**src/sv/rtphp_pkg.sv**
```systemverilog
// types, constants and status codes of the rtp header parser
package rtphp_pkg;

   localparam int MAX_PACKET_BYTES = 4096;
   // byte counter holds up to MAX_PACKET_BYTES + 1
   localparam int IDX_W            = $clog2(MAX_PACKET_BYTES + 2);
   // header end reaches 12 + 60 + 4 + 4 * 65535
   localparam int HEND_W           = 19;
   localparam int FIXED_HDR_BYTES  = 12;
   localparam int OUT_POS_W        = 13;

   localparam int CSR_ADDR_W = 2;
   localparam int CSR_DATA_W = 32;
   localparam logic [CSR_ADDR_W-1:0] CSR_ZRTP_ACCEPT = 2'd0;

   localparam logic [1:0] RTP_VERSION  = 2'd2;
   localparam logic [1:0] ZRTP_VERSION = 2'd0;

   typedef enum logic [2:0] {
      ST_OK,
      ST_SHORT,
      ST_BAD_VERSION,
      ST_ZRTP_IGNORED,
      ST_CSRC_OVERRUN,
      ST_EXT_OVERRUN,
      ST_BAD_PADDING,
      ST_TOO_LONG
   } status_type;

   typedef struct packed {
      logic [7:0] data_byte;
      logic       last_byte;
   } req_type;

   typedef struct packed {
      status_type           status;
      logic                 marker;
      logic [6:0]           payload_type;
      logic [15:0]          seq_num;
      logic [31:0]          time_stamp;
      logic [31:0]          sync_source;
      logic [3:0]           csrc_count;
      logic                 ext_present;
      logic [15:0]          ext_words;
      logic [OUT_POS_W-1:0] payload_offset;
      logic [OUT_POS_W-1:0] payload_size;
      logic [7:0]           pad_size;
   } rsp_type;

   // packet state captured at the last byte, handed to the evaluation stage
   typedef struct packed {
      logic [IDX_W-1:0]  byte_count;
      logic [7:0]        first_hdr;
      logic [7:0]        second_hdr;
      logic [15:0]       seq;
      logic [31:0]       stamp;
      logic [31:0]       ssrc;
      logic [15:0]       ext_len;
      logic [HEND_W-1:0] header_end;
      logic [7:0]        last_data;
   } snap_type;

endpackage

```
**src/sv/rtphp_capture.sv**
```systemverilog
// byte capture: header field shift registers, byte counter and end-of-packet snapshot
module rtphp_capture (
   input  logic               clock,
   input  logic               reset,
   input  logic               req_valid,
   input  rtphp_pkg::req_type req_data,
   output logic               req_stall,
   input  logic               eval_ready,
   output logic               snap_valid,
   output rtphp_pkg::snap_type snap
);
   import rtphp_pkg::*;

   logic [IDX_W-1:0]  idx_ff, idx_in;
   logic [7:0]        first_ff, first_in;
   logic [7:0]        second_ff, second_in;
   logic [15:0]       seq_ff, seq_in;
   logic [31:0]       stamp_ff, stamp_in;
   logic [31:0]       ssrc_ff, ssrc_in;
   logic [15:0]       ext_len_ff, ext_len_in;
   logic [HEND_W-1:0] hend_ff, hend_in;
   logic              snap_valid_ff, snap_valid_in;
   snap_type          snap_ff, snap_in;

   logic              accept;
   logic              pkt_done;
   logic [HEND_W-1:0] pos;
   logic [HEND_W-1:0] csrc_end;
   logic [15:0]       ext_len_next;
   logic [7:0]        b;

   // hold off new bytes only while the snapshot cannot move on
   assign req_stall = snap_valid_ff && !eval_ready;
   assign accept    = req_valid && !req_stall;
   assign pkt_done  = accept && req_data.last_byte;
   assign b         = req_data.data_byte;

   // header field capture by byte position
   always_comb begin
      idx_in       = idx_ff;
      first_in     = first_ff;
      second_in    = second_ff;
      seq_in       = seq_ff;
      stamp_in     = stamp_ff;
      ssrc_in      = ssrc_ff;
      ext_len_in   = ext_len_ff;
      hend_in      = hend_ff;
      pos          = HEND_W'(idx_ff);
      csrc_end     = HEND_W'(FIXED_HDR_BYTES) + HEND_W'({first_ff[3:0], 2'b00});
      ext_len_next = {ext_len_ff[7:0], b};
      if (accept && (pos <= HEND_W'(MAX_PACKET_BYTES))) begin
         if (pos == HEND_W'(0)) begin
            first_in = b;
         end else if (pos == HEND_W'(1)) begin
            second_in = b;
         end else if (pos < HEND_W'(4)) begin
            seq_in = {seq_ff[7:0], b};
         end else if (pos < HEND_W'(8)) begin
            stamp_in = {stamp_ff[23:0], b};
         end else if (pos < HEND_W'(FIXED_HDR_BYTES)) begin
            ssrc_in = {ssrc_ff[23:0], b};
            if (pos == HEND_W'(FIXED_HDR_BYTES - 1)) begin
               hend_in = csrc_end + (first_ff[4] ? HEND_W'(4) : HEND_W'(0));
            end
         end else if (first_ff[4] && ((pos == csrc_end + HEND_W'(2)) ||
                                      (pos == csrc_end + HEND_W'(3)))) begin
            ext_len_in = ext_len_next;
            if (pos == csrc_end + HEND_W'(3)) begin
               hend_in = csrc_end + HEND_W'(4) + HEND_W'({ext_len_next, 2'b00});
            end
         end
         idx_in = idx_ff + IDX_W'(1);
      end
   end

   // snapshot contents and handover
   always_comb begin
      snap_in.byte_count = idx_in;
      snap_in.first_hdr  = first_in;
      snap_in.second_hdr = second_in;
      snap_in.seq        = seq_in;
      snap_in.stamp      = stamp_in;
      snap_in.ssrc       = ssrc_in;
      snap_in.ext_len    = ext_len_in;
      snap_in.header_end = hend_in;
      snap_in.last_data  = b;
      snap_valid_in      = snap_valid_ff;
      if (pkt_done) begin
         snap_valid_in = 1'b1;
      end else if (snap_valid_ff && eval_ready) begin
         snap_valid_in = 1'b0;
      end
   end

   // packet state, cleared on reset and after every last byte
   always_ff @(posedge clock) begin
      if (reset || pkt_done) begin
         idx_ff     <= '0;
         first_ff   <= '0;
         second_ff  <= '0;
         seq_ff     <= '0;
         stamp_ff   <= '0;
         ssrc_ff    <= '0;
         ext_len_ff <= '0;
         hend_ff    <= HEND_W'(FIXED_HDR_BYTES);
      end else begin
         idx_ff     <= idx_in;
         first_ff   <= first_in;
         second_ff  <= second_in;
         seq_ff     <= seq_in;
         stamp_ff   <= stamp_in;
         ssrc_ff    <= ssrc_in;
         ext_len_ff <= ext_len_in;
         hend_ff    <= hend_in;
      end
   end

   // snapshot register
   always_ff @(posedge clock) begin
      if (reset) begin
         snap_valid_ff <= 1'b0;
      end else begin
         snap_valid_ff <= snap_valid_in;
      end
      if (pkt_done) begin
         snap_ff <= snap_in;
      end
   end

   assign snap_valid = snap_valid_ff;
   assign snap       = snap_ff;

endmodule

```
**src/sv/rtphp_eval.sv**
```systemverilog
// packet evaluation: status, payload bounds and the result register
module rtphp_eval (
   input  logic                clock,
   input  logic                reset,
   input  logic                snap_valid,
   input  rtphp_pkg::snap_type snap,
   input  logic                zrtp_accept,
   output logic                eval_ready,
   output logic                rsp_valid,
   input  logic                rsp_stall,
   output rtphp_pkg::rsp_type  rsp_data
);
   import rtphp_pkg::*;

   logic              rsp_valid_ff, rsp_valid_in;
   rsp_type           rsp_ff, rsp_in;

   logic              take;
   logic [HEND_W-1:0] n;
   logic [HEND_W-1:0] csrc_end;
   logic [HEND_W-1:0] rem;
   logic [HEND_W-1:0] plen;
   logic [HEND_W-1:0] pad_ext;
   logic [1:0]        ver;
   logic              has_pad;
   logic              ext;
   logic              ext_seen;
   status_type        status;

   assign eval_ready = !rsp_valid_ff || !rsp_stall;
   assign take       = snap_valid && eval_ready;

   // header decode and length checks
   always_comb begin
      n        = HEND_W'(snap.byte_count);
      ver      = snap.first_hdr[7:6];
      has_pad  = snap.first_hdr[5];
      ext      = snap.first_hdr[4];
      csrc_end = HEND_W'(FIXED_HDR_BYTES) + HEND_W'({snap.first_hdr[3:0], 2'b00});
      ext_seen = ext && (n >= csrc_end + HEND_W'(4));
      rem      = n - snap.header_end;
      pad_ext  = has_pad ? HEND_W'(snap.last_data) : '0;
      plen     = rem - pad_ext;

      if (n > HEND_W'(MAX_PACKET_BYTES)) begin
         status = ST_TOO_LONG;
      end else if (ver != RTP_VERSION) begin
         status = (ver == ZRTP_VERSION && zrtp_accept) ? ST_ZRTP_IGNORED : ST_BAD_VERSION;
      end else if (n < csrc_end) begin
         status = ST_CSRC_OVERRUN;
      end else if (ext && (!ext_seen || n < snap.header_end)) begin
         status = ST_EXT_OVERRUN;
      end else if (has_pad && (snap.last_data == 8'd0 || rem <= pad_ext)) begin
         status = ST_BAD_PADDING;
      end else begin
         status = ST_OK;
      end

      rsp_in.status         = status;
      rsp_in.marker         = snap.second_hdr[7];
      rsp_in.payload_type   = snap.second_hdr[6:0];
      rsp_in.seq_num        = snap.seq;
      rsp_in.time_stamp     = snap.stamp;
      rsp_in.sync_source    = snap.ssrc;
      rsp_in.csrc_count     = snap.first_hdr[3:0];
      rsp_in.ext_present    = ext;
      rsp_in.ext_words      = ext_seen ? snap.ext_len : 16'd0;
      rsp_in.payload_offset = '0;
      rsp_in.payload_size   = '0;
      rsp_in.pad_size       = '0;
      if (status == ST_OK) begin
         rsp_in.payload_offset = snap.header_end[OUT_POS_W-1:0];
         rsp_in.payload_size   = plen[OUT_POS_W-1:0];
         rsp_in.pad_size       = pad_ext[7:0];
      end

      // short packet reports nothing but its status
      if (n < HEND_W'(FIXED_HDR_BYTES)) begin
         rsp_in        = '0;
         rsp_in.status = ST_SHORT;
      end
   end

   // result valid tracking
   always_comb begin
      rsp_valid_in = rsp_valid_ff;
      if (take) begin
         rsp_valid_in = 1'b1;
      end else if (!rsp_stall) begin
         rsp_valid_in = 1'b0;
      end
   end

   // result register
   always_ff @(posedge clock) begin
      if (reset) begin
         rsp_valid_ff <= 1'b0;
      end else begin
         rsp_valid_ff <= rsp_valid_in;
      end
      if (take) begin
         rsp_ff <= rsp_in;
      end
   end

   assign rsp_valid = rsp_valid_ff;
   assign rsp_data  = rsp_ff;

endmodule

```
**src/sv/rtp_header_parser_unit.sv**
```systemverilog
// top level of the rtp header parser: csr port, byte capture and evaluation
//
//   channel   direction  handshake            payload
//   req_      in         req_valid/req_stall  req_type: data_byte, last_byte
//   rsp_      out        rsp_valid/rsp_stall  rsp_type: status and header fields
//   csr_      in         apb psel/penable     zrtp_accept at address 0
//
// one packet byte is taken every cycle while req_stall is low; the byte counter and
// field shift registers update in the capture stage at the same edge.
// the result for a packet passes through the snapshot register and then the
// result register after its last byte is taken.
// reset is synchronous and clears the packet state and both valid flags.
// req_stall rises only when the snapshot and the result register are both
// full and rsp_stall is high; bytes that are not last still wait then.
module rtp_header_parser_unit (
   input  logic                                 clock,
   input  logic                                 reset,
   input  logic                                 req_valid,
   output logic                                 req_stall,
   input  rtphp_pkg::req_type                   req_data,
   output logic                                 rsp_valid,
   input  logic                                 rsp_stall,
   output rtphp_pkg::rsp_type                   rsp_data,
   input  logic                                 csr_psel,
   input  logic                                 csr_penable,
   input  logic                                 csr_pwrite,
   input  logic [rtphp_pkg::CSR_ADDR_W-1:0]     csr_paddr,
   input  logic [rtphp_pkg::CSR_DATA_W-1:0]     csr_pwdata,
   output logic [rtphp_pkg::CSR_DATA_W-1:0]     csr_prdata,
   output logic                                 csr_pready
);
   import rtphp_pkg::*;

   logic     zrtp_accept_ff, zrtp_accept_in;
   logic     csr_write;
   logic     eval_ready;
   logic     snap_valid;
   snap_type snap;

   // csr write decode
   assign csr_pready = 1'b1;
   assign csr_write  = csr_psel && csr_penable && csr_pwrite && csr_pready;

   always_comb begin
      zrtp_accept_in = zrtp_accept_ff;
      if (csr_write && csr_paddr == CSR_ZRTP_ACCEPT) begin
         zrtp_accept_in = csr_pwdata[0];
      end
   end

   always_ff @(posedge clock) begin
      if (reset) begin
         zrtp_accept_ff <= 1'b0;
      end else begin
         zrtp_accept_ff <= zrtp_accept_in;
      end
   end

   // csr read data
   always_comb begin
      csr_prdata = '0;
      if (csr_paddr == CSR_ZRTP_ACCEPT) begin
         csr_prdata = CSR_DATA_W'(zrtp_accept_ff);
      end
   end

   // byte capture stage
   rtphp_capture u_capture (
      .clock      (clock),
      .reset      (reset),
      .req_valid  (req_valid),
      .req_data   (req_data),
      .req_stall  (req_stall),
      .eval_ready (eval_ready),
      .snap_valid (snap_valid),
      .snap       (snap)
   );

   // evaluation stage and result register
   rtphp_eval u_eval (
      .clock       (clock),
      .reset       (reset),
      .snap_valid  (snap_valid),
      .snap        (snap),
      .zrtp_accept (zrtp_accept_ff),
      .eval_ready  (eval_ready),
      .rsp_valid   (rsp_valid),
      .rsp_stall   (rsp_stall),
      .rsp_data    (rsp_data)
   );

endmodule

```
**config.mk**
```make
export PLATFORM = sky130hd
export DESIGN_NAME = rtp_header_parser_unit
export DESIGN_NICKNAME = d
export VERILOG_FILES = /design/src/sv/rtphp_pkg.sv /design/src/sv/rtphp_capture.sv /design/src/sv/rtphp_eval.sv /design/src/sv/rtp_header_parser_unit.sv
export SDC_FILE = /design/constraint.sdc
export NUM_CORES = 1
export LEC_CHECK = 0
export ABC_CLOCK_PERIOD_IN_PS = 18100
export BUFFER_PORTS_ARGS = -buffer_cell sky130_fd_sc_hd__buf_2
export CAP_MARGIN = 20
export CORE_ASPECT_RATIO = 1.75
export CORE_MARGIN = 2
export CORE_UTILIZATION = 40
export CTS_BUF_LIST = sky130_fd_sc_hd__clkbuf_4
export CTS_CLUSTER_SIZE = 28
export DETAILED_ROUTE_END_ITERATION = 7
export GPL_TIMING_DRIVEN = 0
export PLACE_DENSITY = 0.57
export SLEW_MARGIN = 20
export SYNTH_ARGS = -nofsm -noshare
export SYNTH_HDL_FRONTEND = slang
export SYNTH_SLANG_ARGS = --single-unit
```
**constraint.sdc**
```tcl
create_clock -name clock -period 18.1 [get_ports clock]
set_input_delay 1.81 -clock clock [delete_from_list [all_inputs] [get_ports clock]]
set_output_delay 1.81 -clock clock [all_outputs]
set_load 0.02 [all_outputs]
```
=== Word-level counts from Yosys, hierarchy flattened ===
Index checks and enable logic that the tools add are counted.
Widths: inputs -> output; s select.

* Bits in registers: 445
* Bits in latches: 0
* Bits in writable memories: 0
* ROM bits: 0
* Output and inout port bits: 181
* Logic and storage cells: 142
* Memories: 0

* $add $sub $neg: 11
* $mul: 0
* Div/mod/pow operators: 0
* Magnitude comparators: 10
* Equal/unequal tests: 6
* Shift-type cells: 0
* Mux-type cells: 50
* Bitwise logic cells: 2
* Reduce and logical (&&, ||, !) cells: 31

{| class="wikitable"
|+ Operators with widths
! kind !! number
|-
| $mux 32 || 11
|-
| $mux 16 || 11
|-
| $mux 19 || 9
|-
| $mux 8 || 6
|-
| $lt 13x4->1 const B || 3
|-
| $add 19x2->19 const B || 2
|-
| $add 19x3->19 const B || 2
|-
| $eq 13x19->1 || 2
|-
| $lt 13x19->1 || 2
|-
| $add 19x18->19 || 1
|-
| $add 19x19->19 || 1
|-
| $ge 13x19->1 || 1
|-
| $le 19x8->1 || 1
|-
| $sub 13x19->19 || 1
|-
| $mux 3 || 6
|-
| $add 4x6->7 const A || 2
|-
| $add 13x1->13 const B || 1
|-
| $eq 13x1->1 const B || 1
|-
| $eq 13x4->1 const B || 1
|-
| $gt 13x13->1 const B || 1
|-
| $le 13x13->1 const B || 1
|-
| $logic_and 1x1->1 || 13
|-
| $logic_not 13->1 || 1
|-
| $lt 13x3->1 const B || 1
|-
| 13 further kinds || 29
|}

=== Logic depth before layout (Yosys ltp) ===
* Depth after elaboration: 14
* Mapped depth: 18

=== Modules after synthesis ===
From an unflattened synthesis, not the netlist that was laid out.

* Cell total of the unflattened synthesis: 1457
* Area, all modules: 19107.1 um^2

{| class="wikitable"
|+ By module, submodules not included
! module !! times used !! cells an instance !! area an instance (um^2) !! seq. area each (um^2)
|-
| rtphp_capture || 1 || 843 || 11536.1 || 7467.2
|-
| rtphp_eval || 1 || 573 || 7257.0 || 4404.2
|-
| rtp_header_parser_unit || 1 || 41 || 314.1 || 20.0
|}

=== Worst setup path before layout ===
OpenSTA, ideal clock, no wires.

* Kind: input -> register
* Start: in rsp_stall
* End: reg u_eval.rsp_ff (netlist bit u_eval.rsp_data[0]), enable pin
* Setup time: 0.873 ns
* Arrival: 12.352 ns
* Required time: 17.227 ns
* Path slack: 4.876 ns
* Stages: 1
* Path buffers: 0
* Cell sequence: a21boi_0

* Word-level cells in the longest chain between the ends: 3

{| class="wikitable"
|+ Ends and longest elaborated chain
! item !! line !! text
|-
| start: declaration || rtp_header_parser_unit.sv:22 || <nowiki>input logic rsp_stall,</nowiki>
|-
| $logic_not 1->1 || rtphp_eval.sv:30 || <nowiki>assign eval_ready = !rsp_valid_ff || !rsp_stall;</nowiki>
|-
| $logic_or 1x1->1 || rtphp_eval.sv:30 ||
|-
| $logic_and 1x1->1 || rtphp_eval.sv:31 || <nowiki>assign take = snap_valid && eval_ready;</nowiki>
|-
| end signal: assignment || rtphp_eval.sv:102 || <nowiki>rsp_ff <= rsp_in;</nowiki>
|-
| end: declaration || rtphp_eval.sv:16 || <nowiki>rsp_type rsp_ff, rsp_in;</nowiki>
|}

No other way between the ends.
A chain may end at the register's enable or synchronous reset.

=== Worst setup path after layout ===
* Start: reg u_capture.snap_ff (netlist bit u_capture.snap[142])
* End: reg u_eval.rsp_ff (netlist bit u_eval.rsp_data[26]), data pin

* Word-level cells in the longest chain between the ends: 12
* Elaborated cells on any way between the ends: 21

{| class="wikitable"
|+ Ends and longest elaborated chain
! item !! line !! text
|-
| start: declaration || rtphp_capture.sv:23 || <nowiki>snap_type snap_ff, snap_in;</nowiki>
|-
| start signal: assignment || rtphp_capture.sv:126 || <nowiki>snap_ff <= snap_in;</nowiki>
|-
| $sub 13x19->19 / $ge 13x19->1 (equally long branches) || rtphp_eval.sv:41, rtphp_eval.sv:40 ||
|-
| $le 19x8->1 / $logic_and 1x1->1 (equally long branches) || rtphp_eval.sv:53, rtphp_eval.sv:40 ||
|-
| $logic_or 1x1->1 / $logic_not 1->1 (equally long branches) || rtphp_eval.sv:53, rtphp_eval.sv:51 ||
|-
| $logic_and 1x1->1 / $logic_or 1x1->1 (equally long branches) || rtphp_eval.sv:53, rtphp_eval.sv:51 ||
|-
| $mux 3 / $logic_and 1x1->1 (equally long branches) || rtphp_eval.sv:53, rtphp_eval.sv:51 ||
|-
| $mux 3 || rtphp_eval.sv:51 || <nowiki>end else if (ext && (!ext_seen || n < snap.header_end)) begin</nowiki>
|-
| $mux 3 || rtphp_eval.sv:49 || <nowiki>end else if (n < csrc_end) begin</nowiki>
|-
| $mux 3 || rtphp_eval.sv:47 || <nowiki>end else if (ver != RTP_VERSION) begin</nowiki>
|-
| $mux 3 || rtphp_eval.sv:45 || <nowiki>if (n > HEND_W'(MAX_PACKET_BYTES)) begin</nowiki>
|-
| $logic_not 3->1 || rtphp_eval.sv:71 || <nowiki>if (status == ST_OK) begin</nowiki>
|-
| $not 1->1 (no source line) || - ||
|-
| $reduce_or 2->1 (no source line) (*) || - ||
|}

Mark *: on every way between the ends. The rest lies on a longest branch, timed or not.

==> summary.md <==
| Metric | Value |
|---|---|
| DR DRC count | `0` |
| Startpoint of the worst register-to-register path | `u_capture.snap[142]$_DFFE_PP_` |
| Num Clock Sinks | `445` |
| Largest clock skew in the final design | `0.0410 ns` |
| CTS clock-pin slew for the worst setup and hold paths | `0.07 ns` |
| Number of unique standard cell types used by synthesis | `73` |
| Leak Pwr | `8.88 nW` |
| Max-cap violations | `0` |
| Clock tree buffer depth | `3` |
| Count of pins over their slew limit | `0` |
| Setup Viol. Count Final | `0` |
| Outcome | `completed` |
| Fraction of final layout cells sized beyond drive strength 1 | `27.2%` |
| Arrival time at the worst endpoint | `5.58 ns` |
| Cell chosen for the clock root | `sky130_fd_sc_hd__clkbuf_4` |
| Endpoint of the worst hold path | `u_capture.hend_ff[2]$_SDFF_PP1_` |
| PD cells | `93.9 nW/um^2` |
| Post-CTS Hold Buffers | `0` |
| Total via count after detailed routing | `11900` |
| Instance count of the mapped netlist | `1433` |
| Worst vdd ir | `49.2 uV` |
| Number of violations reported at the end of detailed-routing iteration 0 | `552` |
| H-Tree Depth | `3` |
| Cell area after layout | `22200 um^2` |
| WHS Path Cells | `2` |
| Area taken by multi-input logic gates | `6490 um^2` |
| Final hold viol count | `0` |
| Post-synthesis sequential area ratio | `62.9%` |
| Wire length per cell | `18.5 um` |
| Boundary pin count | `231` |
| Max FO, Critical Path | `10` |
| Final HPWL from detailed placement | `32100 um` |
| Layout fillers | `4267` |
| Combined area of all synthesized cells | `18900 um^2` |
| Endpoint of the lowest-slack register-to-register path | `u_eval.rsp_data[26]$_SDFFCE_PP0P_` |
| Fraction of post-synthesis cell area in the top cell type by area | `47.3%` |
| Upper clock frequency limit | `196 MHz` |
| Overall power consumption | `2.09 mW` |
| Leading register cell type out of synthesis | `sky130_fd_sc_hd__edfxtp_1` |
| Hold path startpoint | `u_capture.hend_ff[2]$_SDFF_PP1_` |
| Initial Utilization | `40.4%` |
| Post-DP Area | `20800 um^2` |
| Nets | `1846` |
| Clock latency on the worst-skew pair | `0.81 ns` |
| All-Layer GR Usage | `18.3%` |
| Die height | `292 um` |
| Crit path time final | `5.09 ns` |
| Register area | `11900 um^2` |
| Via count of the first global-routing pass | `12300` |
| Clock tree from TritonCTS | `done` |
| Syn. warnings | `0` |
| Number of rows in the core area | `105` |
| Die X | `168 um` |
| Post-synthesis register bit count | `445` |
| Inst Count DP | `2227` |
| Top cell type by total area after synthesis | `sky130_fd_sc_hd__edfxtp_1` |
| RSZ-0062 raised after global routing | `no` |
| Setup slack on the worst flop-to-flop path | `13.01 ns` |
| Worst Path Required | `18.59 ns` |
| Initial DRT Pass Iterations | `4` |
| Path type of the worst min-delay path | `flop to flop` |
| Post-route fraction of the period consumed by the critical path | `28.1%` |
| Port Buffer Count | `167` |
| Die area | `49100 um^2` |
| Total routed wirelength | `44700 um` |
| Number of buffers created by CTS | `102` |
| Count of non-filler cells in the finished layout | `2418` |
| Critical Setup Path Class | `flop to flop` |
| Via density | `4.93` |
| Max transition margin | `49.1%` |
| Slew at the pin closest to its max-slew limit | `0.763 ns` |
| Remaining antenna violation count after routing | `0` |
| Area contributors post-synth | `sky130_fd_sc_hd__edfxtp_1, sky130_fd_sc_hd__dfxtp_1, sky130_fd_sc_hd__and2_1` |
| Post-synthesis async set-or-reset flop share | `0%` |
| Worst r2r path cells | `16` |
| Critical Path Source Type | `flop` |
| Setup bufs post-CTS | `0` |
| Average instance area after synthesis | `13.2 um^2` |
| Placer congestion estimate | `0.825` |
| Pin count of the biggest net entering global routing | `84` |
| Post-cts sizing count | `0` |
| EDFF count, synth | `298` |
| Global-route congestion overflow total | `0` |
| First-pass GRT wire length | `68700 um` |
| Layout area overhead | `17.5%` |
| Core region area | `46800 um^2` |
| Crit. End Element | `flop` |
| Number of antenna violations at the first check in global routing | `2` |
cells in the final DEF (no fill, tap or decap), types with 33 or more instances in the layout:
cell type / instances
sky130_fd_sc_hd__edfxtp_1: 298
sky130_fd_sc_hd__and2_1: 252
sky130_fd_sc_hd__buf_2: 169
sky130_fd_sc_hd__clkbuf_4: 149
sky130_fd_sc_hd__dfxtp_1: 147
sky130_fd_sc_hd__mux2_2: 82
sky130_fd_sc_hd__nand2_1: 54
sky130_fd_sc_hd__ha_1: 50
sky130_fd_sc_hd__clkbuf_1: 48
sky130_fd_sc_hd__nor3_1: 47
sky130_fd_sc_hd__inv_1: 35
sky130_fd_sc_hd__nor2_1: 34
sky130_fd_sc_hd__o21ai_0: 34
sky130_fd_sc_hd__buf_4: 33
sky130_fd_sc_hd__conb_1: 33
report_power, final:
group | internal [mW] | leakage (nW) | switching [mW] | total, mW
sequential | 1.11 | 4.01 | 0.00990 | 1.12
clock | 0.424 | 0.796 | 0.394 | 0.818
combinational | 0.0549 | 4.07 | 0.0970 | 0.152
total | 1.58 | 8.88 | 0.501 | 2.09
cells by family (layout without fill, tap and decap cells):
family | count (synthesis) | count (layout) | share of synthesized area [%]
multiplexers | 113 | 113 | 7.21
XOR/XNOR | 46 | 46 | 2.13
adder cells (fa/ha/maj) | 53 | 53 | 3.63
AND/OR/NAND/NOR | 506 | 506 | 15.6
flip-flops | 445 | 445 | 62.9
AO/OA/AOI/OAI | 141 | 141 | 5.10
buffers and inverters | 127 | 490 | 3.44
other | 2 | 36 | 0.0397
worst max path at each step:
stage | startpoint | end | slack, ns | cells past startpoint
2_1_floorplan | rsp_stall | u_eval.rsp_data[0]$_SDFFCE_PP0P_ | 4.88 | 1
3_3_place_gp | rsp_stall | u_eval.rsp_data[23]$_SDFFCE_PP0P_ | -0.16 | 2
3_5_place_dp | u_capture.snap[142]$_DFFE_PP_ | u_eval.rsp_data[24]$_SDFFCE_PP0P_ | 12.99 | 16
4_1_cts | u_capture.snap[142]$_DFFE_PP_ | u_eval.rsp_data[26]$_SDFFCE_PP0P_ | 12.94 | 16
5_1_grt | u_capture.snap[142]$_DFFE_PP_ | u_eval.rsp_data[26]$_SDFFCE_PP0P_ | 12.70 | 16
6_report | u_capture.snap[142]$_DFFE_PP_ | u_eval.rsp_data[26]$_SDFFCE_PP0P_ | 13.01 | 16
through the flow:
| step | hold WS [ns] | util, % | worst slack (ns) | TNS [ns] |
|---|---|---|---|---|
| 6_report | 0.459 | 47.5 | 13.01 | 0 |
| 4_1_cts | 0.462 | 47.5 | 12.94 | 0 |
| 5_1_grt | 0.488 | 47.5 | 12.70 | 0 |
| 3_3_place_gp | 0.428 | 44.0 | -0.156 | -18.53 |
| 2_1_floorplan | 0.420 | - | 4.88 | 0 |
| 3_5_place_dp | 0.446 | 44.5 | 12.99 | 0 |
per-layer routing:
layer / part of all wire (%) / vias to the layer above / track usage, %
met3: 4.6 / 111 / 3.52
li1: - / 5776 / -
met1: 38 / 5700 / 19.0
met4: 3.9 / 0 / 9.25
met2: 54 / 327 / 34.7
met5: 0 / - / 0
critical path: stages, from the launching register on:
cell and delay [ns]:
sky130_fd_sc_hd__edfxtp_1 0.54, sky130_fd_sc_hd__ha_1 0.42, sky130_fd_sc_hd__a21o_1 0.20, sky130_fd_sc_hd__a21oi_1 0.35, sky130_fd_sc_hd__nand2_1 0.19, sky130_fd_sc_hd__a21o_1 0.21
sky130_fd_sc_hd__a21oi_1 0.18, sky130_fd_sc_hd__xnor2_1 0.09, sky130_fd_sc_hd__ha_1 0.21, sky130_fd_sc_hd__or3_1 0.38, sky130_fd_sc_hd__nor4_1 0.25, sky130_fd_sc_hd__o31ai_1 0.14
sky130_fd_sc_hd__a2111oi_0 0.30, sky130_fd_sc_hd__and4_1 0.23, sky130_fd_sc_hd__clkbuf_1 0.46, sky130_fd_sc_hd__clkbuf_1 0.45, sky130_fd_sc_hd__nor3_1 0.18
flip-flops by register name, indices dropped and copies added (netlist names):
name	count
u_capture.seq_ff	16
u_capture.second_ff	8
u_capture.hend_ff	19
u_capture.first_ff	8
u_capture.snap_valid	1
u_eval.rsp_data	146
u_capture.stamp_ff	32
u_capture.ext_len_ff	16
u_capture.snap	152
u_eval.rsp_valid	1
u_capture.idx_ff	13
u_capture.ssrc_ff	32
zrtp_accept_ff	1
final cells by class:
| class | count | share of cell area, % |
|---|---|---|
| Tap cell | 588 | 3.31 |
| Buffer | 91 | 2.32 |
| Timing Repair Buffer | 175 | 4.75 |
| Antenna cell | 3 | 0.0338 |
| Clock buffer | 149 | 5.04 |
| Multi-Input combinational cell | 892 | 29.2 |
| Inverter | 36 | 0.642 |
| Sequential cell | 445 | 53.5 |
| Clock inverter | 39 | 1.14 |
cells in the mapped netlist (9+ instances only):
library cell,instances
sky130_fd_sc_hd__dfxtp_1,147
sky130_fd_sc_hd__edfxtp_1,298
sky130_fd_sc_hd__buf_4,33
sky130_fd_sc_hd__nand4_1,15
sky130_fd_sc_hd__nor4_1,9
sky130_fd_sc_hd__nor3_1,47
sky130_fd_sc_hd__nand2b_1,10
sky130_fd_sc_hd__or3_1,11
sky130_fd_sc_hd__and2_1,252
sky130_fd_sc_hd__xor2_1,21
sky130_fd_sc_hd__inv_1,36
sky130_fd_sc_hd__xnor2_1,25
sky130_fd_sc_hd__mux2_4,26
sky130_fd_sc_hd__nand3_1,18
sky130_fd_sc_hd__a21oi_1,29
sky130_fd_sc_hd__mux2_2,82
sky130_fd_sc_hd__clkbuf_1,48
sky130_fd_sc_hd__o21ai_0,34
sky130_fd_sc_hd__ha_1,50
sky130_fd_sc_hd__nand2_1,54
sky130_fd_sc_hd__nor2b_1,12
sky130_fd_sc_hd__nor2_1,34
Note: power is estimated with default switching activity, not from simulation.
